<file path="config.mk">
export PLATFORM = sky130hd
export DESIGN_NAME = sfrs_div
export DESIGN_NICKNAME = d
export VERILOG_FILES = /design/src/rtl/sfrs_pkg.sv /design/src/rtl/sfrs_div.sv
export SDC_FILE = /design/constraint.sdc
export NUM_CORES = 2
export LEC_CHECK = 0
export BUFFER_PORTS_ARGS = -buffer_cell sky130_fd_sc_hd__clkbuf_2
export CORE_MARGIN = 1
export CORE_UTILIZATION = 58
export CTS_CLUSTER_DIAMETER = 50
export DETAILED_ROUTE_END_ITERATION = 7
export MAX_ROUTING_LAYER = met4
export PLACE_DENSITY_LB_ADDON = 0.1
export SLEW_MARGIN = 20
export SYNTH_ARGS = -nofsm -noshare
export SYNTH_HDL_FRONTEND = slang
export SYNTH_SLANG_ARGS = --single-unit
export TNS_END_PERCENT = 20
</file>
<file path="constraint.sdc">
create_clock -name clk -period 12 [get_ports clk]
set_input_delay 0.6 -clock clk [delete_from_list [all_inputs] [get_ports clk]]
set_output_delay 0.6 -clock clk [all_outputs]
set_load 0.005 [all_outputs]
</file>
<file path="src/rtl/sfrs_pkg.sv">
`default_nettype none
package sfrs_pkg;

  localparam int XW    = 22;
  localparam int MW    = 23;
  localparam int MUW   = 17;
  localparam int NMF   = 9;
  localparam int NRULE = 27;
  localparam int WW    = 49;
  localparam int WZW   = 56;
  localparam int SWW   = 54;
  localparam int SZW   = 60;
  localparam int NUMW  = 68;
  localparam int SCW   = 15;
  localparam int IDXW  = 5;
  localparam int CONFW = 16;

  localparam logic [SWW-1:0]   SUMW_MIN = 54'd28147497671;
  localparam logic [MUW-1:0]   ONE_Q16  = 17'd65536;
  localparam logic [CONFW-1:0] CONF_MIN = 16'd6554;
  localparam logic [CONFW-1:0] CONF_MAX = 16'd64881;
  localparam logic [27:0]      REC_CONF = 28'd171798691;
  localparam logic [19:0]      CONF_DIV = 20'd25;
  localparam logic [19:0]      CONF_RND = 20'd12;

  localparam logic [31:0] REC1   = 32'd4294967295;
  localparam logic [31:0] REC3   = 32'd1431655765;
  localparam logic [31:0] REC5   = 32'd858993459;
  localparam logic [31:0] REC13  = 32'd330382099;
  localparam logic [31:0] REC25  = 32'd171798691;
  localparam logic [31:0] REC45  = 32'd95443717;
  localparam logic [31:0] REC125 = 32'd34359738;

  localparam logic [1:0] LVL_LOW  = 2'd0;
  localparam logic [1:0] LVL_MOD  = 2'd1;
  localparam logic [1:0] LVL_HIGH = 2'd2;

  typedef logic signed [XW-1:0] x_t;
  typedef logic [MUW-1:0] mu_t;
  typedef mu_t [NMF-1:0] mu_set_t;

  typedef enum logic [1:0] {
    KIND_ZERO,
    KIND_ONE,
    KIND_SLOPE
  } mf_kind_t;

  typedef struct packed {
    x_t          a;
    x_t          b;
    x_t          c;
    x_t          d;
    logic [3:0]  rsh;
    logic [6:0]  ro;
    logic [31:0] rrec;
    logic [3:0]  fsh;
    logic [6:0]  fo;
    logic [31:0] frec;
  } mf_shape_t;

  localparam mf_shape_t MF_SHAPE [NMF] = '{
    '{-22'sd256, 22'sd0, 22'sd512, 22'sd1280,
      4'd8, 7'd1, REC1, 4'd8, 7'd3, REC3},
    '{22'sd512, 22'sd1280, 22'sd1280, 22'sd2560,
      4'd8, 7'd3, REC3, 4'd8, 7'd5, REC5},
    '{22'sd2048, 22'sd3072, 22'sd25600, 22'sd51200,
      4'd6, 7'd1, REC1, 4'd6, 7'd25, REC25},
    '{-22'sd256, 22'sd0, 22'sd2048, 22'sd4608,
      4'd8, 7'd1, REC1, 4'd7, 7'd5, REC5},
    '{22'sd3072, 22'sd5632, 22'sd5632, 22'sd8960,
      4'd7, 7'd5, REC5, 4'd8, 7'd13, REC13},
    '{22'sd7168, 22'sd10240, 22'sd92160, 22'sd184320,
      4'd6, 7'd3, REC3, 4'd5, 7'd45, REC45},
    '{-22'sd128, 22'sd0, 22'sd768, 22'sd2048,
      4'd9, 7'd1, REC1, 4'd8, 7'd5, REC5},
    '{22'sd1536, 22'sd2816, 22'sd2816, 22'sd4096,
      4'd8, 7'd5, REC5, 4'd8, 7'd5, REC5},
    '{22'sd3584, 22'sd5120, 22'sd32000, 22'sd64000,
      4'd7, 7'd3, REC3, 4'd8, 7'd125, REC125}
  };

  localparam logic [6:0] RULE_OUT [NRULE] = '{
    7'd0,  7'd15, 7'd60, 7'd20, 7'd30, 7'd65, 7'd65, 7'd70, 7'd80,
    7'd20, 7'd30, 7'd65, 7'd30, 7'd45, 7'd75, 7'd70, 7'd75, 7'd85,
    7'd70, 7'd75, 7'd85, 7'd75, 7'd80, 7'd90, 7'd85, 7'd95, 7'd100
  };

  typedef struct packed {
    logic [IDXW-1:0] idx;
    logic [1:0]      ci;
    logic [1:0]      cj;
    logic [1:0]      ck;
    logic [1:0]      level;
  } dom_t;

  typedef struct packed {
    logic [SWW-1:0] sum_w;
    logic [SZW-1:0] sum_wz;
    dom_t           dom;
  } agg_t;

  function automatic logic [1:0] level_of(input logic [6:0] z);
    logic [1:0] lvl;
    if (z > 7'd60) begin
      lvl = LVL_HIGH;
    end else if (z > 7'd25) begin
      lvl = LVL_MOD;
    end else begin
      lvl = LVL_LOW;
    end
    return lvl;
  endfunction

endpackage
`default_nettype wire

</file>
<file path="src/rtl/sfrs_div.sv">
`default_nettype none
module sfrs_div (
  input  logic                          clk,
  input  logic                          rst,
  input  logic                          in_valid,
  output logic                          in_ready,
  input  sfrs_pkg::agg_t                agg,
  output logic                          out_valid,
  input  logic                          out_ready,
  output logic [sfrs_pkg::SCW-1:0]      score,
  output logic [sfrs_pkg::CONFW-1:0]    conf,
  output sfrs_pkg::dom_t                dom
);
  localparam int SCW  = sfrs_pkg::SCW;
  localparam int NUMW = sfrs_pkg::NUMW;
  localparam int SWW  = sfrs_pkg::SWW;
  localparam int NST  = SCW + 3;

  typedef struct packed {
    logic [NUMW-1:0] rem;
    logic [SWW-1:0]  den;
    logic [SCW-1:0]  q;
    logic            small_sum;
    sfrs_pkg::dom_t  dom;
  } div_st_t;

  logic [NST-1:0]     v;
  logic [NST-1:0]     en;
  div_st_t            ds [SCW+1];
  logic [SCW-1:0]     sc;
  logic [19:0]        n_next;
  logic [47:0]        cprod;
  logic [19:0]        c1_n;
  logic [15:0]        c1_qe;
  logic [SCW-1:0]     c1_sc;
  sfrs_pkg::dom_t     c1_dom;
  logic [19:0]        qo;
  logic [19:0]        crem;
  logic [15:0]        qf;
  logic [16:0]        conf_raw;
  logic [sfrs_pkg::CONFW-1:0] conf_next;

  always_comb begin
    en[NST-1] = !v[NST-1] || out_ready;
    for (int s = NST-2; s >= 0; s--) begin
      en[s] = !v[s] || en[s+1];
    end
  end

  assign in_ready  = en[0];
  assign out_valid = v[NST-1];

  always_ff @(posedge clk) begin
    if (rst) begin
      v <= '0;
    end else begin
      if (en[0]) begin
        v[0] <= in_valid;
      end
      for (int s = 1; s < NST; s++) begin
        if (en[s]) begin
          v[s] <= v[s-1];
        end
      end
    end
  end

  always_ff @(posedge clk) begin
    if (en[0]) begin
      ds[0].rem       <= {agg.sum_wz, 8'b0} + NUMW'(agg.sum_w >> 1);
      ds[0].den       <= agg.sum_w;
      ds[0].q         <= '0;
      ds[0].small_sum <= agg.sum_w <= sfrs_pkg::SUMW_MIN;
      ds[0].dom       <= agg.dom;
    end
  end

  for (genvar s = 1; s <= SCW; s++) begin : g_bit
    localparam int SH = SCW - s;
    logic [NUMW-1:0] dsh;
    logic            ge;
    assign dsh = NUMW'(ds[s-1].den) << SH;
    assign ge  = ds[s-1].rem >= dsh;
    always_ff @(posedge clk) begin
      if (en[s]) begin
        ds[s].rem       <= ge ? ds[s-1].rem - dsh : ds[s-1].rem;
        ds[s].den       <= ds[s-1].den;
        ds[s].q         <= {ds[s-1].q[SCW-2:0], ge};
        ds[s].small_sum <= ds[s-1].small_sum;
        ds[s].dom       <= ds[s-1].dom;
      end
    end
  end

  assign sc     = ds[SCW].small_sum ? '0 : ds[SCW].q;
  assign n_next = {sc, 5'b0} + sfrs_pkg::CONF_RND;
  assign cprod  = n_next * sfrs_pkg::REC_CONF;

  always_ff @(posedge clk) begin
    if (en[SCW+1]) begin
      c1_sc  <= sc;
      c1_n   <= n_next;
      c1_qe  <= cprod[47:32];
      c1_dom <= ds[SCW].dom;
    end
  end

  assign qo       = {4'b0, c1_qe} * sfrs_pkg::CONF_DIV;
  assign crem     = c1_n - qo;
  assign qf       = c1_qe + 16'(crem >= sfrs_pkg::CONF_DIV);
  assign conf_raw = sfrs_pkg::ONE_Q16 - {1'b0, qf};

  always_comb begin
    if (conf_raw > {1'b0, sfrs_pkg::CONF_MAX}) begin
      conf_next = sfrs_pkg::CONF_MAX;
    end else if (conf_raw < {1'b0, sfrs_pkg::CONF_MIN}) begin
      conf_next = sfrs_pkg::CONF_MIN;
    end else begin
      conf_next = conf_raw[15:0];
    end
  end

  always_ff @(posedge clk) begin
    if (en[SCW+2]) begin
      score <= c1_sc;
      conf  <= conf_next;
      dom   <= c1_dom;
    end
  end

endmodule
`default_nettype wire

</file>
### Word level (Yosys, flattened, before mapping)

Memories as Yosys holds them, arrays and structs flattened.
Index checks and enable logic that the tools add are counted.

* bits in registers: 126
* latch bits: 0
* memory bits (writable): 2416
* memory bits (read-only): 0
* bits of input ports: 131
* output and inout port bits: 46
* logic and storage cells: 162
* memories kept: 1

* add/subtract/negate cells: 20
* multipliers: 2
* div/mod/pow operators: 0
* $lt $le $gt $ge: 19
* equal/unequal tests: 0
* shifts and indexed selects: 0
* muxes and demuxes: 49
* bitwise gates (word level): 0
* reductions and logical operators: 37

Memory list
* ds: words 16, width 151, read ports 16, clocked after Yosys merged registers in 0, wr ports 16, RTL line sfrs_div.sv:29 `div_st_t ds [SCW+1];`

Operators by type and width (number)
* $mux W68: 15
* $add A68 B53 Y68: 1
* $ge A68 B54 Y1: 1
* $ge A68 B55 Y1: 1
* $ge A68 B56 Y1: 1
* $ge A68 B57 Y1: 1
* $ge A68 B58 Y1: 1
* $ge A68 B59 Y1: 1
* $ge A68 B60 Y1: 1
* $ge A68 B61 Y1: 1
* $ge A68 B62 Y1: 1
* $ge A68 B63 Y1: 1
* $ge A68 B64 Y1: 1
* $ge A68 B65 Y1: 1
* $ge A68 B66 Y1: 1
* $ge A68 B67 Y1: 1
* $ge A68 B68 Y1: 1
* $sub A68 B54 Y68: 1
* $sub A68 B55 Y68: 1
* $sub A68 B56 Y68: 1
* $sub A68 B57 Y68: 1
* $sub A68 B58 Y68: 1
* $sub A68 B59 Y68: 1
* $sub A68 B60 Y68: 1
* 24 further kinds: 89

### Logic depth before layout (Yosys ltp)

* word-level depth: 21
* gate-level depth with buffers: 33
* mapped depth without buffers: 33

### Worst setup path before layout

Ideal clock, no wire load.

* kind: input-to-reg
* start: in out_ready
* end: mem ds[0][0] (netlist bit), enable pin
* library setup time: 1.455 ns
* arrival time: 10.175 ns
* data required time: 10.545 ns
* path slack: 0.370 ns
* stages: 11
* path buffers: 0
* path through: nor2b_1 inv_1 nor2_1 and2_1 and3_1 and2_1 and3_1 and3_1 nand3_1 nor2_1 nand3_1

RTL lines
* start, declared: RTL line sfrs_div.sv:9 `input logic out_ready,`
* end, declared: RTL line sfrs_div.sv:29

### Worst setup path in the final report

* start: reg c1_qe[8]
* end: reg conf[9] (netlist bit) (data pin)

* longest elaborated chain between the ends: 7
* elaborated cells on any way between the ends: 8
* classes of those cells: add/sub (3); mul (1); order compare (3); reduce/logical (1)

RTL lines
* start, declared: RTL line sfrs_div.sv:34 `logic [15:0] c1_qe;`
* start signal, assigned: RTL line sfrs_div.sv:103 `c1_qe <= cprod[47:32];`
* $mul A16 B5 Y20: RTL line sfrs_div.sv:108 `assign qo = {4'b0, c1_qe} * sfrs_pkg::CONF_DIV;`
* $sub A20 B20 Y20: RTL line sfrs_div.sv:109 `assign crem = c1_n - qo;`
* $ge A20 B5 Y1: RTL line sfrs_div.sv:110 `assign qf = c1_qe + 16'(crem >= sfrs_pkg::CONF_DIV);`
* $add A16 B1 Y16 (*): RTL line sfrs_div.sv:110
* $sub A17 B16 Y17 (*): RTL line sfrs_div.sv:111 `assign conf_raw = sfrs_pkg::ONE_Q16 - {1'b0, qf};`
* $gt A17 B16 Y1 or $lt A17 B13 Y1 (tied branches): RTL line sfrs_div.sv:114, sfrs_div.sv:116
* $reduce_or A2 Y1 (no source line)
* end signal, assigned: RTL line sfrs_div.sv:126 `conf <= conf_next;`
* end, declared: RTL line sfrs_div.sv:11 `output logic [sfrs_pkg::CONFW-1:0] conf,`

Every way passes the cells marked *; elsewhere a longest branch is shown, timed or not.
A chain may end at the register's enable or synchronous reset.

==> metrics.md <==
| Metric | Value |
|---|---|
| Cell Pwr Density | 321 nW/um^2 |
| CTS root buf | clkbuf_16 |
| Worst hold start | agg[72] |
| FF-to-FF Start | c1_qe[8] |
| Slowest cell on crit path | edfxtp_1 |
| DR WL/cell | approximately 20 um |
| Max VDD drop | 842 uV |
| Final core occ | 0.648 |
| Hold_ws | 83.3 ps |
| Max-cap violations | 0 |
| CP Capture Type | flop |
| FP Rows | about 180 |
| CTS Sinks | 2188 |
| Leakage | 63.5 nW |
| DRT iter0 DRCs | 7164 |
| Mapped cell area | 133000 um^2 |
| Top FF cell, synth | edfxtp_1 |
| Vias/cell | 5.93 |
| DRC viols | 4 |
| Unrepaired setup endpoints after global routing | false |
| CP peak stage delay | 580 ps |
| Crit path launch type | flop |
| Post-synth top area share | 0.488 |
| Post-layout min period | ~8000 ps |
| Final Max Tran Viols | 0 |
| Yosys warning count | 0 |
| Multi-input logic area | 61800 um^2 |
| Comb power frac | 0.546 |
| TNS Setup | 0 ps |
| Clock slew at reported path FFs | 60 ps |
| Crit Path Max Fanout | 10 |
| Final period util | 0.671 |
| Port buffer count | 176 |
| Clk_lat worst skew | 920 ps |
| Total I/O pin count | 177 |
| Core Area | 228000 um^2 |
| Clock power share | 0.179 |
| Commonest non-fill, non-tap cells in the layout | edfxtp_1 (2170), inv_1 (1306), ha_1 (1130) |
| Yosys cell types | 101 |
| Gate Count Post-Synth | 12500 |
| Ratio of cells with drive above 1 in the final layout | 0.0687 |
| Finish-stage setup viols | 0 |
| GPL Wtd Cong | 1.04 |
| Wirelength, routed | about 330000 um |
| Total track usage | 0.289 |
| Largest net degree at the start of global routing | 94 |
| WP data arrival | roughly 8700 ps |
| Die width | approximately 480 um |
| Die H | 482 um |
| Num CTS Buffers | 292 |
| Req. time, crit path | 12680 ps |
| Post-cts sizing count | 0 |
| Sequential area share after synthesis | 0.491 |
| Violated checks | DRC |
| Fin. Hold Viols | 0 |
| Sw frac | 0.416 |
| Vias in the first global route | 95200 |
| Total Power | 47.4 mW |
| Synth Area per Inst | 10.7 um^2 |
| Sequential Power Share | 0.275 |
| Net Switching | 19.7 mW |
| DR pass1 iterations | 8 |
| Rel. slew slack | 0.122 |
| Final antenna-violating net count | 0 |
| Yosys reg bits | between 2000 and 2500 |
| Filler Cell Count | approximately 17000 |
| Worst min path class | in -> reg |
| Gr ovfl total | 0 |
| Yosys top cell by area | edfxtp_1 |
| Most Frequent Cell on Critical Path | ha_1 |
| Nets | 14200 |
| Area occupied by registers | 65500 um^2 |
| Initial Utilization | 0.585 |
| Slew @ Worst Pin | 1300 ps |
| Synth area leaders | edfxtp_1 (49%), ha_1 (11%), a21oi_1 (3.9%) |
| H-tree levels | 5 |
| Initial antenna violation count | 3 |
| Area Growth Syn to Fin | 10.7% |
| Hpwl dp | roughly 260000 um |
| Most common cell after layout, fill and taps aside | edfxtp_1 |
| Clk buf depth | 4 |
| Crit path launch | c1_qe[8] |
| CP Class | reg -> reg |
| Outcome | finished with violations |
| Number of synthesized flops with an enable pin | 2170 |
| TritonCTS clock tree | yes |
| Final Skew | 62.6 ps |
| Die Area | roughly 230000 um^2 |
| Async set-or-reset flop fraction in the synthesized netlist | 0 |
| Internal power | ~28 mW |
| Via count | roughly 95000 |
| Achievable Freq | between 100 and 150 MHz |
| First-pass GRT wire length | 512000 um |
| Syn_nets | 13900 |
==> power groups by stage <==
| stage | clock network (mW) | logic (mW) | registers (mW) |
|---|---|---|---|
| floorplan | 0 | 19.0 | 12.6 |
| global placement | 0 | 24.9 | 13.1 |
| finish | 8.50 | 25.9 | 13.0 |
| global route | 8.93 | 28.9 | 13.2 |
| CTS | 8.64 | 25.7 | 13.0 |
| detailed placement | 0 | 25.4 | 13.1 |
==> flip-flops by register name, summed over array words and instances, names as in the netlist <==
signal	cells
c1_n	15
c1_dom	13
score	15
conf	16
c1_qe	16
v	18
dom	13
ds	2082
==> metal layers <==
layer,vias to the layer above,global-route usage,part of all wire
met3,986,0.0300,0.043
met4,0,0.179,0.071
met2,3346,0.495,0.49
met1,44600,0.325,0.39
li1,46000,-,-
met5,-,-,0
==> cells in the mapped netlist (200+ instances only) <==
master    instances
a21o_1          600
a21oi_1        1040
clkbuf_1        296
edfxtp_1       2170
ha_1           1130
inv_1          1316
nand2_1        1028
nand3_1         227
nand4_1         200
nor2_1          650
o21ai_0         915
xnor2_1         483
xor2_1          396
==> critical path, delay by kind of cell, from the launching register on <==
family	cells	cell delay [ps]
fa+ha+maj	6	2250
simple gates	12	2840
flops	1	580
compound gates	6	1450
buf+inv	3	160
xor+xnor	2	540
==> final timing paths <==
| check | endpoint | slack, ps | cells after the start |
|---|---|---|---|
| hold / removal | ds[0][150] | 80 | 2 |
| setup / recovery | conf[9] | 3940 | 29 |
| hold reg to reg | ds[0][768] | 380 | 0 |
| setup reg to reg | conf[9] | 3940 | 29 |
==> layout make-up <==
| type | instances | area share |
|---|---|---|
| clock inverters | 166 | 0.0129 |
| clock buffers | 343 | 0.0517 |
| flip-flops and latches | 2188 | 0.443 |
| well taps | 3009 | 0.0255 |
| inverters | 1318 | 0.0337 |
| multi-input cells | 8647 | 0.418 |
| repair buffers | 328 | 0.0150 |
| diodes | 3 | 0.0000508 |
==> kinds of logic (layout without fill, tap and decap cells) <==
family	after synthesis	count (layout)	synth area share
xor+xnor	879	879	0.0577
mux	106	106	0.00882
flops	2188	2188	0.491
other cells	0	3	0
fa+ha+maj	1300	1300	0.131
compound gates	3393	3393	0.157
simple gates	2969	2969	0.106
buf+inv	1682	2155	0.0478
==> what timing repair did <==
action,in CTS,in global routing
hold buffers,79,0
setup buffers,0,0
hold endpoints to repair,79,0
==> through the flow <==
| step | instance area [um^2] | cells | setup slack [ps] |
|---|---|---|---|
| 3_5_place_dp | 137000 | 15400 | 3990 |
| 4_1_cts | 148000 | 16000 | 3970 |
| 3_3_place_gp | 137000 | 15400 | 4250 |
| 6_report | 148000 | 16000 | 3940 |
| 5_1_grt | 148000 | 16000 | 3280 |
| 2_1_floorplan | 133000 | 12500 | 370 |
(Power assumes the default switching activity.)
