<file path="config.mk">
export PLATFORM = sky130hd
export DESIGN_NAME = sfrs_member
export DESIGN_NICKNAME = d
export VERILOG_FILES = /design/src/rtl/sfrs_pkg.sv /design/src/rtl/sfrs_member.sv
export SDC_FILE = /design/constraint.sdc
export NUM_CORES = 2
export LEC_CHECK = 0
export BUFFER_PORTS_ARGS = -buffer_cell sky130_fd_sc_hd__buf_2
export CAP_MARGIN = 20
export CORE_MARGIN = 4
export CORE_UTILIZATION = 63
export CTS_BUF_LIST = sky130_fd_sc_hd__clkbuf_16
export DETAILED_ROUTE_END_ITERATION = 16
export PLACE_DENSITY = 0.83
export SLEW_MARGIN = 15
export SYNTH_ARGS = -nofsm -noshare
export SYNTH_HDL_FRONTEND = slang
export SYNTH_SLANG_ARGS = --single-unit
</file>
<file path="constraint.sdc">
create_clock -name clk -period 16.9 [get_ports clk]
set_input_delay 0 -clock clk [delete_from_list [all_inputs] [get_ports clk]]
set_output_delay 0 -clock clk [all_outputs]
set_load 0.02 [all_outputs]
</file>
<file path="src/rtl/sfrs_pkg.sv">
`default_nettype none
package sfrs_pkg;

  localparam int XW    = 22;
  localparam int MW    = 23;
  localparam int MUW   = 17;
  localparam int NMF   = 9;
  localparam int NRULE = 27;
  localparam int WW    = 49;
  localparam int WZW   = 56;
  localparam int SWW   = 54;
  localparam int SZW   = 60;
  localparam int NUMW  = 68;
  localparam int SCW   = 15;
  localparam int IDXW  = 5;
  localparam int CONFW = 16;

  localparam logic [SWW-1:0]   SUMW_MIN = 54'd28147497671;
  localparam logic [MUW-1:0]   ONE_Q16  = 17'd65536;
  localparam logic [CONFW-1:0] CONF_MIN = 16'd6554;
  localparam logic [CONFW-1:0] CONF_MAX = 16'd64881;
  localparam logic [27:0]      REC_CONF = 28'd171798691;
  localparam logic [19:0]      CONF_DIV = 20'd25;
  localparam logic [19:0]      CONF_RND = 20'd12;

  localparam logic [31:0] REC1   = 32'd4294967295;
  localparam logic [31:0] REC3   = 32'd1431655765;
  localparam logic [31:0] REC5   = 32'd858993459;
  localparam logic [31:0] REC13  = 32'd330382099;
  localparam logic [31:0] REC25  = 32'd171798691;
  localparam logic [31:0] REC45  = 32'd95443717;
  localparam logic [31:0] REC125 = 32'd34359738;

  localparam logic [1:0] LVL_LOW  = 2'd0;
  localparam logic [1:0] LVL_MOD  = 2'd1;
  localparam logic [1:0] LVL_HIGH = 2'd2;

  typedef logic signed [XW-1:0] x_t;
  typedef logic [MUW-1:0] mu_t;
  typedef mu_t [NMF-1:0] mu_set_t;

  typedef enum logic [1:0] {
    KIND_ZERO,
    KIND_ONE,
    KIND_SLOPE
  } mf_kind_t;

  typedef struct packed {
    x_t          a;
    x_t          b;
    x_t          c;
    x_t          d;
    logic [3:0]  rsh;
    logic [6:0]  ro;
    logic [31:0] rrec;
    logic [3:0]  fsh;
    logic [6:0]  fo;
    logic [31:0] frec;
  } mf_shape_t;

  localparam mf_shape_t MF_SHAPE [NMF] = '{
    '{-22'sd256, 22'sd0, 22'sd512, 22'sd1280,
      4'd8, 7'd1, REC1, 4'd8, 7'd3, REC3},
    '{22'sd512, 22'sd1280, 22'sd1280, 22'sd2560,
      4'd8, 7'd3, REC3, 4'd8, 7'd5, REC5},
    '{22'sd2048, 22'sd3072, 22'sd25600, 22'sd51200,
      4'd6, 7'd1, REC1, 4'd6, 7'd25, REC25},
    '{-22'sd256, 22'sd0, 22'sd2048, 22'sd4608,
      4'd8, 7'd1, REC1, 4'd7, 7'd5, REC5},
    '{22'sd3072, 22'sd5632, 22'sd5632, 22'sd8960,
      4'd7, 7'd5, REC5, 4'd8, 7'd13, REC13},
    '{22'sd7168, 22'sd10240, 22'sd92160, 22'sd184320,
      4'd6, 7'd3, REC3, 4'd5, 7'd45, REC45},
    '{-22'sd128, 22'sd0, 22'sd768, 22'sd2048,
      4'd9, 7'd1, REC1, 4'd8, 7'd5, REC5},
    '{22'sd1536, 22'sd2816, 22'sd2816, 22'sd4096,
      4'd8, 7'd5, REC5, 4'd8, 7'd5, REC5},
    '{22'sd3584, 22'sd5120, 22'sd32000, 22'sd64000,
      4'd7, 7'd3, REC3, 4'd8, 7'd125, REC125}
  };

  localparam logic [6:0] RULE_OUT [NRULE] = '{
    7'd0,  7'd15, 7'd60, 7'd20, 7'd30, 7'd65, 7'd65, 7'd70, 7'd80,
    7'd20, 7'd30, 7'd65, 7'd30, 7'd45, 7'd75, 7'd70, 7'd75, 7'd85,
    7'd70, 7'd75, 7'd85, 7'd75, 7'd80, 7'd90, 7'd85, 7'd95, 7'd100
  };

  typedef struct packed {
    logic [IDXW-1:0] idx;
    logic [1:0]      ci;
    logic [1:0]      cj;
    logic [1:0]      ck;
    logic [1:0]      level;
  } dom_t;

  typedef struct packed {
    logic [SWW-1:0] sum_w;
    logic [SZW-1:0] sum_wz;
    dom_t           dom;
  } agg_t;

  function automatic logic [1:0] level_of(input logic [6:0] z);
    logic [1:0] lvl;
    if (z > 7'd60) begin
      lvl = LVL_HIGH;
    end else if (z > 7'd25) begin
      lvl = LVL_MOD;
    end else begin
      lvl = LVL_LOW;
    end
    return lvl;
  endfunction

endpackage
`default_nettype wire

</file>
<file path="src/rtl/sfrs_member.sv">
`default_nettype none
module sfrs_member (
  input  logic                  clk,
  input  logic                  rst,
  input  logic                  in_valid,
  output logic                  in_ready,
  input  logic signed [18:0]    speed_var,
  input  logic signed [18:0]    steer_angle,
  input  logic signed [18:0]    accel_value,
  output logic                  out_valid,
  input  logic                  out_ready,
  output sfrs_pkg::mu_set_t     mu
);
  localparam int NST = 4;
  localparam int MW  = sfrs_pkg::MW;
  localparam int MUW = sfrs_pkg::MUW;

  logic [NST-1:0] v;
  logic [NST-1:0] en;
  sfrs_pkg::x_t   steer_abs;
  sfrs_pkg::x_t   accel_abs;
  sfrs_pkg::x_t   x_next [3];
  sfrs_pkg::x_t   xa [3];

  always_comb begin
    en[NST-1] = !v[NST-1] || out_ready;
    for (int s = NST-2; s >= 0; s--) begin
      en[s] = !v[s] || en[s+1];
    end
  end

  assign in_ready  = en[0];
  assign out_valid = v[NST-1];

  always_ff @(posedge clk) begin
    if (rst) begin
      v <= '0;
    end else begin
      if (en[0]) begin
        v[0] <= in_valid;
      end
      for (int s = 1; s < NST; s++) begin
        if (en[s]) begin
          v[s] <= v[s-1];
        end
      end
    end
  end

  always_comb begin
    steer_abs = steer_angle[18] ? -sfrs_pkg::x_t'(steer_angle) : sfrs_pkg::x_t'(steer_angle);
    accel_abs = accel_value[18] ? -sfrs_pkg::x_t'(accel_value) : sfrs_pkg::x_t'(accel_value);
    x_next[0] = sfrs_pkg::x_t'(speed_var);
    x_next[1] = steer_abs;
    x_next[2] = (accel_abs <<< 2) + accel_abs;
  end

  always_ff @(posedge clk) begin
    if (en[0]) begin
      xa <= x_next;
    end
  end

  for (genvar m = 0; m < sfrs_pkg::NMF; m++) begin : g_mf
    localparam sfrs_pkg::mf_shape_t SH = sfrs_pkg::MF_SHAPE[m];
    localparam int XI = m / 3;

    sfrs_pkg::x_t        delta;
    sfrs_pkg::mf_kind_t  kind_next;
    logic                fall_next;
    logic [MW-1:0]       m_next;
    sfrs_pkg::mf_kind_t  kb;
    sfrs_pkg::mf_kind_t  kc;
    logic                fb;
    logic                fc;
    logic [MW-1:0]       mb;
    logic [MW-1:0]       mc;
    logic [MW+31:0]      prod;
    logic [15:0]         qc;
    logic [6:0]          odiv;
    logic [MW-1:0]       qo;
    logic [MW-1:0]       rem;
    logic                inc;
    sfrs_pkg::mu_t       md;

    always_comb begin
      delta     = '0;
      fall_next = 1'b0;
      m_next    = '0;
      if (xa[XI] <= SH.a || xa[XI] >= SH.d) begin
        kind_next = sfrs_pkg::KIND_ZERO;
      end else if (xa[XI] >= SH.b && xa[XI] <= SH.c) begin
        kind_next = sfrs_pkg::KIND_ONE;
      end else if (xa[XI] < SH.b) begin
        kind_next = sfrs_pkg::KIND_SLOPE;
        delta     = xa[XI] - SH.a;
        m_next    = (MW'(delta) << SH.rsh) + MW'(SH.ro >> 1);
      end else begin
        kind_next = sfrs_pkg::KIND_SLOPE;
        fall_next = 1'b1;
        delta     = SH.d - xa[XI];
        m_next    = (MW'(delta) << SH.fsh) + MW'(SH.fo >> 1);
      end
    end

    always_ff @(posedge clk) begin
      if (en[1]) begin
        kb <= kind_next;
        fb <= fall_next;
        mb <= m_next;
      end
    end

    assign prod = mb * (fb ? SH.frec : SH.rrec);

    always_ff @(posedge clk) begin
      if (en[2]) begin
        kc <= kb;
        fc <= fb;
        mc <= mb;
        qc <= prod[47:32];
      end
    end

    assign odiv = fc ? SH.fo : SH.ro;
    assign qo   = MW'(qc) * MW'(odiv);
    assign rem  = mc - qo;
    assign inc  = rem >= MW'(odiv);

    always_ff @(posedge clk) begin
      if (en[3]) begin
        unique case (kc)
          sfrs_pkg::KIND_ZERO:  md <= '0;
          sfrs_pkg::KIND_ONE:   md <= sfrs_pkg::ONE_Q16;
          sfrs_pkg::KIND_SLOPE: md <= MUW'(qc) + MUW'(inc);
          default:              md <= '0;
        endcase
      end
    end

    assign mu[m] = md;
  end

endmodule
`default_nettype wire

</file>
# ---- Yosys cells after proc, flatten, opt, wreduce, memory -nomap -nowiden
# Index checks and enable logic that the tools add are counted.
dict set report totals {
  ff_bits 830
  output_inout_bits 155
  wordCells 315
}
dict set report classes {
  n_addsub 53
  mul 18
  n_lt_le_gt_ge 52
  eq_ne 18
  muxes 53
  n_reduce_logical 39
}
# operator count
set op_table {}
lappend op_table {{one-hot mux 17 bit (2 select lines)} 9}
lappend op_table {{two-way mux 23 bit} 9}
lappend op_table {{multiplier 23 x 32 -> 48 bit} 4}
lappend op_table {{adder 16 x 1 -> 17 bit} 9}
lappend op_table {{multiplier 23 x 31 -> 48 bit} 3}
lappend op_table {{adder 23 x 2 -> 23 bit, second input constant} 6}
lappend op_table {{two-way mux 32 bit} 4}
lappend op_table {{two-way mux 31 bit} 3}
lappend op_table {{adder 23 x 1 -> 23 bit, second input constant} 4}
lappend op_table {{subtractor 23 x 19 -> 23 bit} 4}
lappend op_table {{greater-or-equal comparator 22 x 14 -> 1 bit, second input constant} 4}
lappend op_table {{less-or-equal comparator 22 x 13 -> 1 bit, second input constant} 4}
lappend op_table {{greater-or-equal comparator 23 x 3 -> 1 bit} 3}
lappend op_table {{multiplier 16 x 3 -> 19 bit} 3}
lappend op_table {{multiplier 23 x 30 -> 48 bit} 1}
lappend op_table {{multiplier 23 x 30 -> 48 bit, second input constant} 1}
lappend op_table {{greater-or-equal comparator 22 x 1 -> 1 bit, second input constant} 2}
lappend op_table {{greater-or-equal comparator 22 x 13 -> 1 bit, second input constant} 2}
lappend op_table {{greater-or-equal comparator 22 x 15 -> 1 bit, second input constant} 2}
lappend op_table {{less-or-equal comparator 22 x 14 -> 1 bit, second input constant} 2}
lappend op_table {{< comparator 22 x 1 -> 1 bit, second input constant} 2}
lappend op_table {{< comparator 22 x 14 -> 1 bit, second input constant} 2}
lappend op_table {{negation 19 -> 22 bit} 2}
lappend op_table {{greater-or-equal comparator 19 x 13 -> 1 bit, second input constant} 2}
lappend op_table {{other kinds (74)} 146}

# ---- Depth between registers and ports, before layout
dict set report logic_depth {
  word_depth 6
  depth_mapped 35
}

# ---- Least setup slack after synthesis
# No wires, ideal clock.
dict set report synth_path {
  kind {flip-flop to flip-flop}
  startpoint {reg g_mf[8].mb[5]}
  endpoint {reg g_mf[8].qc[15] (data pin)}
  setup_ns 0.260
  t_arrival_ns 8.096
  t_required_ns 16.640
  path_slack_ns 8.544
  stages_incl_launch_ff 29
  cell_sequence {edfxtp_1 -> buf_4 -> inv_1 -> clkbuf_1 -> nor2_1 -> or2_2 -> ha_1 -> inv_1 -> fa_1 -> fa_1 -> inv_1 -> fa_1 -> inv_1 -> fa_1 -> fa_1 -> inv_1 -> fa_1 -> ha_1 -> and4_1 -> nand4_1 -> nor2_1 -> o2111ai_1 -> a31oi_1 -> o41ai_2 -> or4_1 -> a31oi_1 -> a21o_1 -> a21oi_1 -> xnor2_1}
}
dict set report synth_via {
  elab_chain_cells 1
}
# element line
set synth_lines {}
lappend synth_lines {{from (decl)} sfrs_member.sv:76} ;# logic [MW-1:0] mb;
lappend synth_lines {{from (signal assigned)} sfrs_member.sv:110} ;# mb <= m_next;
lappend synth_lines {{multiplier 23 x 31 -> 48 bit} sfrs_member.sv:114} ;# assign prod = mb * (fb ? SH.frec : SH.rrec);
lappend synth_lines {{named net g_mf[8].prod[47]} sfrs_member.sv:78} ;# logic [MW+31:0] prod;
lappend synth_lines {{to (signal assigned)} sfrs_member.sv:121} ;# qc <= prod[47:32];
lappend synth_lines {{to (decl)} sfrs_member.sv:79} ;# logic [15:0] qc;
# The timed path passes the listed nets, and every way through them passes these cells.
# A chain may end at the register's enable or synchronous reset.

# ---- Worst setup path in the final report
# Same ends and word-level chain as after synthesis.

==> flow_metrics.py <==
metrics = {
    "sta": {
        "tns_ns": 0,
        "setup_violations": 0,
        "fin_worst_skew_ns": 0.0352,
        "clock.fmax_ghz": 0.115,
        "whs_ns": 0.0932,
        "layout_setup_ws_ns": 8.19,
        "max-slew-margin-rel_pct": 23.9,
        "rsz0062_at_grt": "no",
        "fin_crit_sh_pct": 51.5,
        "worst_slew_pin_slew_ns": 1.11,
        "hold_violations": 0,
        "min_period_ns": 8.71,
        "slew_violations": 0,
    },
    "drt": {
        "via_per_inst": 5.66,
        "routedWlPerCell_um": 20.3,
        "first_pass_iters": 6,
        "drcViolationCount": 0,
        "vias": 80458,
        "drt-initial-drc-count": 5403,
        "drt-total-wl_mm": 289,
        "antenna_left": 0,
    },
    "finish": {
        "drive_gt1_share_pct": 4.11,
        "area_delta_synth_final_pct": 6.67,
        "fin_cells": 14203,
        "layout.area.seq_um2": 21600,
        "nFillCells": 13839,
        "multi_input_area_um2": 84300,
        "nets": 15471,
    },
    "floorplanning": {
        "ios": 216,
        "die_y_um": 439,
        "initial_utilization_pct": 63.6,
        "floorplan.die_area_um2": 193000,
        "num_rows": 157,
        "core_um2": 184000,
        "die_x_um": 439,
    },
    "worst_setup_path": {
        "worst-path-max-fanout": 47,
        "crit-reg2reg-launch": "g_mf[8].mb[5]",
        "cp.arrival_ns": 9.17,
        "regToRegSetupSlack_ns": 8.19,
        "critical_path_required_ns": 17.36,
        "reg2reg_to": "g_mf[8].qc[15]",
        "r2r_cells": 27,
        "crit_path_end_kind": "flop",
        "crit_type": "flop to flop",
        "cp-start-kind": "flop",
    },
    "yosys": {
        "netlist.area_leader.share_pct": 31.5,
        "yosysTopAreaCell": "fa_1",
        "syn_avg_cell_area_um2": 10.3,
        "async_reset_ff_share_pct": 0,
        "synth_common_cells": "2820 x inv_1, 1900 x ha_1, 1839 x fa_1",
        "synthesis.area_um2": 117000,
        "synth.most_common_cell": "inv_1",
        "synthFlopType": "edfxtp_1",
        "ys_warn_count": 0,
        "yosys_register_bits": 720,
        "ys_seq_area_share_pct": 18.5,
        "post_synth_num_cell_types": 106,
        "synth_area_leaders": "fa_1 31%, ha_1 20%, edfxtp_1 18%",
        "synthCells": 11369,
        "synth_enable_flop_cells": 716,
    },
    "placement": {
        "placed_cells": 13946,
        "port_buffers": 215,
        "gp_congestion": 1.02,
        "dp_hpwl_mm": 248,
        "place_ws_ns": 8.33,
    },
    "pwr": {
        "leakage_nw": 65.0,
        "p_seq_share_pct": 17.5,
        "cellPowerDensity_nw_per_um2": 118,
        "combPwrFrac_pct": 69.2,
        "p_clk_share_pct": 13.2,
        "swShare_pct": 47.7,
        "p_switching_mw": 7.02,
        "finalPower_mw": 14.7,
        "irDropWorstVdd_mv": 0.249,
        "p_int_mw": 7.71,
    },
    "min_path": {
        "min_from": "accel_value[12]",
        "hold_depth": 4,
        "min_to": "xa[14]",
        "hold_class": "input port to flop",
    },
    "grt": {
        "grt_overflow": 0,
        "antenna_found_initial": 6,
        "grt_start_max_net_pins": 109,
        "grt_pass1_wl_mm": 467,
        "grt_pass1_vias": 87578,
        "track_usage_pct": 30.9,
    },
    "clock_tree": {
        "clk_pin_slew_ns": 0.06,
        "cts_setup_buffers": 0,
        "clock_latency_ns": 0.74,
        "clockRootBuffer": "clkbuf_16",
        "clockBufferDepth": 3,
        "cts_tree": "yes",
        "cts_buffers": 87,
        "cts_max_level": 3,
        "cts_resized": 0,
        "clock_sinks": 720,
    },
    "flow_run": {
        "cap_viol_max_count": 0,
    },
    "run_status": {
        "status": "finished, final reports clean",
    },
}
==> layer usage <==
metal	part of all wire, %	GRT usage (%)
met4	5.1	13.6
met1	39	39.0
met3	5.8	4.09
met5	0.018	0
met2	50	53.4
==> registers in the layout, summed over array words and instances (netlist names) <==
register / flops
g_mf.fb: 4
g_mf.fc: 4
g_mf.kb: 18
g_mf.kc: 18
g_mf.mb: 156
g_mf.mc: 156
g_mf.md: 153
g_mf.qc: 144
v: 4
xa: 63
==> cells in the final DEF (no fill, tap or decap), types with 89 or more instances in the layout <==
master / Yosys / final
inv_1: 2820 / 2828
xnor2_1: 369 / 369
fa_1: 1839 / 1839
a21o_1: 162 / 162
a21oi_1: 376 / 376
nor2_1: 643 / 643
nor3_1: 128 / 128
and2_1: 122 / 122
o21ai_0: 265 / 265
nand2_1: 413 / 411
buf_2: 15 / 215
nand4_1: 89 / 89
edfxtp_1: 716 / 716
dlygate4sd3_1: 0 / 98
nand3_1: 142 / 142
nor2b_1: 163 / 163
xor2_1: 138 / 138
ha_1: 1900 / 1900
==> what timing repair did <==
action | 4_1_cts | 5_1_grt
endpoints found under the setup margin | 0 | 0
hold buffers | 98 | 0
endpoints found under the hold margin | 55 | 0
==> cell type report <==
| cell class | count | area share [%] |
|---|---|---|
| Clock inverter | 68 | 0.573 |
| Timing Repair Buffer | 336 | 1.82 |
| Antenna cell | 2 | 0.00401 |
| Multi-Input combinational cell | 7703 | 67.6 |
| Sequential cell | 720 | 17.3 |
| Clock buffer | 87 | 1.75 |
| Tap cell | 2464 | 2.47 |
| Inverter | 2823 | 8.51 |
==> worst max-delay path by stage <==
stage	startpoint	end	depth (start not counted)
after detailed placement	g_mf[8].mb[5]	g_mf[8].qc[15]	27
after floorplan	g_mf[8].mb[5]	g_mf[8].qc[15]	28
final	g_mf[8].mb[5]	g_mf[8].qc[15]	27
after global placement	g_mf[5].mb[4]	g_mf[5].qc[15]	25
after CTS	g_mf[8].mb[5]	g_mf[8].qc[15]	27
after global routing	g_mf[5].mb[4]	g_mf[5].qc[15]	27
==> per-stage QoR <==
step	utilization [%]	area (um2)
after floorplan	-	117000
after global placement	65.7	121000
after detailed placement	65.7	121000
after CTS	67.8	125000
after global routing	67.8	125000
final	67.8	125000
==> kinds of logic after synthesis <==
group | count (synthesis) | share of synthesized area, %
buffers and inverters | 2996 | 9.64
adders and majority gates | 3739 | 51.8
DFF | 720 | 18.5
and+or+nand+nor | 2042 | 8.53
AOI/OAI and AO/OA | 1305 | 7.23
other | 2 | 0.00642
xor gates and xnor gates | 508 | 3.82
muxes | 57 | 0.503
==> worst max-delay path, cell delays in order, from the launching register on <==
cell and delay [ns]:
edfxtp_1 0.32, buf_4 0.49, inv_1 0.22, buf_4 0.33, nand2_1 0.18, inv_1 0.10, or2_2 0.31, ha_1 0.34
inv_1 0.12, fa_1 0.49, fa_1 0.51, fa_1 0.46, fa_1 0.44, fa_1 0.50, fa_1 0.49, inv_1 0.04
ha_1 0.30, o21a_1 0.15, o21ai_0 0.08, o311ai_0 0.43, a221oi_1 0.20, a31oi_1 0.52, o41ai_2 0.19, or4_1 0.58
a31oi_1 0.23, a21o_1 0.15, a21oi_1 0.08, xnor2_1 0.14
==> power groups by stage <==
| stage | Combinational (mW) | Sequential (mW) | Clock [mW] |
|---|---|---|---|
| after CTS | 10.1 | 2.57 | 1.99 |
| after global routing | 11.5 | 2.61 | 2.06 |
| after detailed placement | 9.97 | 2.61 | 0 |
| final | 10.2 | 2.58 | 1.95 |
| after floorplan | 7.71 | 2.45 | 0 |
| after global placement | 9.65 | 2.60 | 0 |
(Power assumes the default switching activity.)
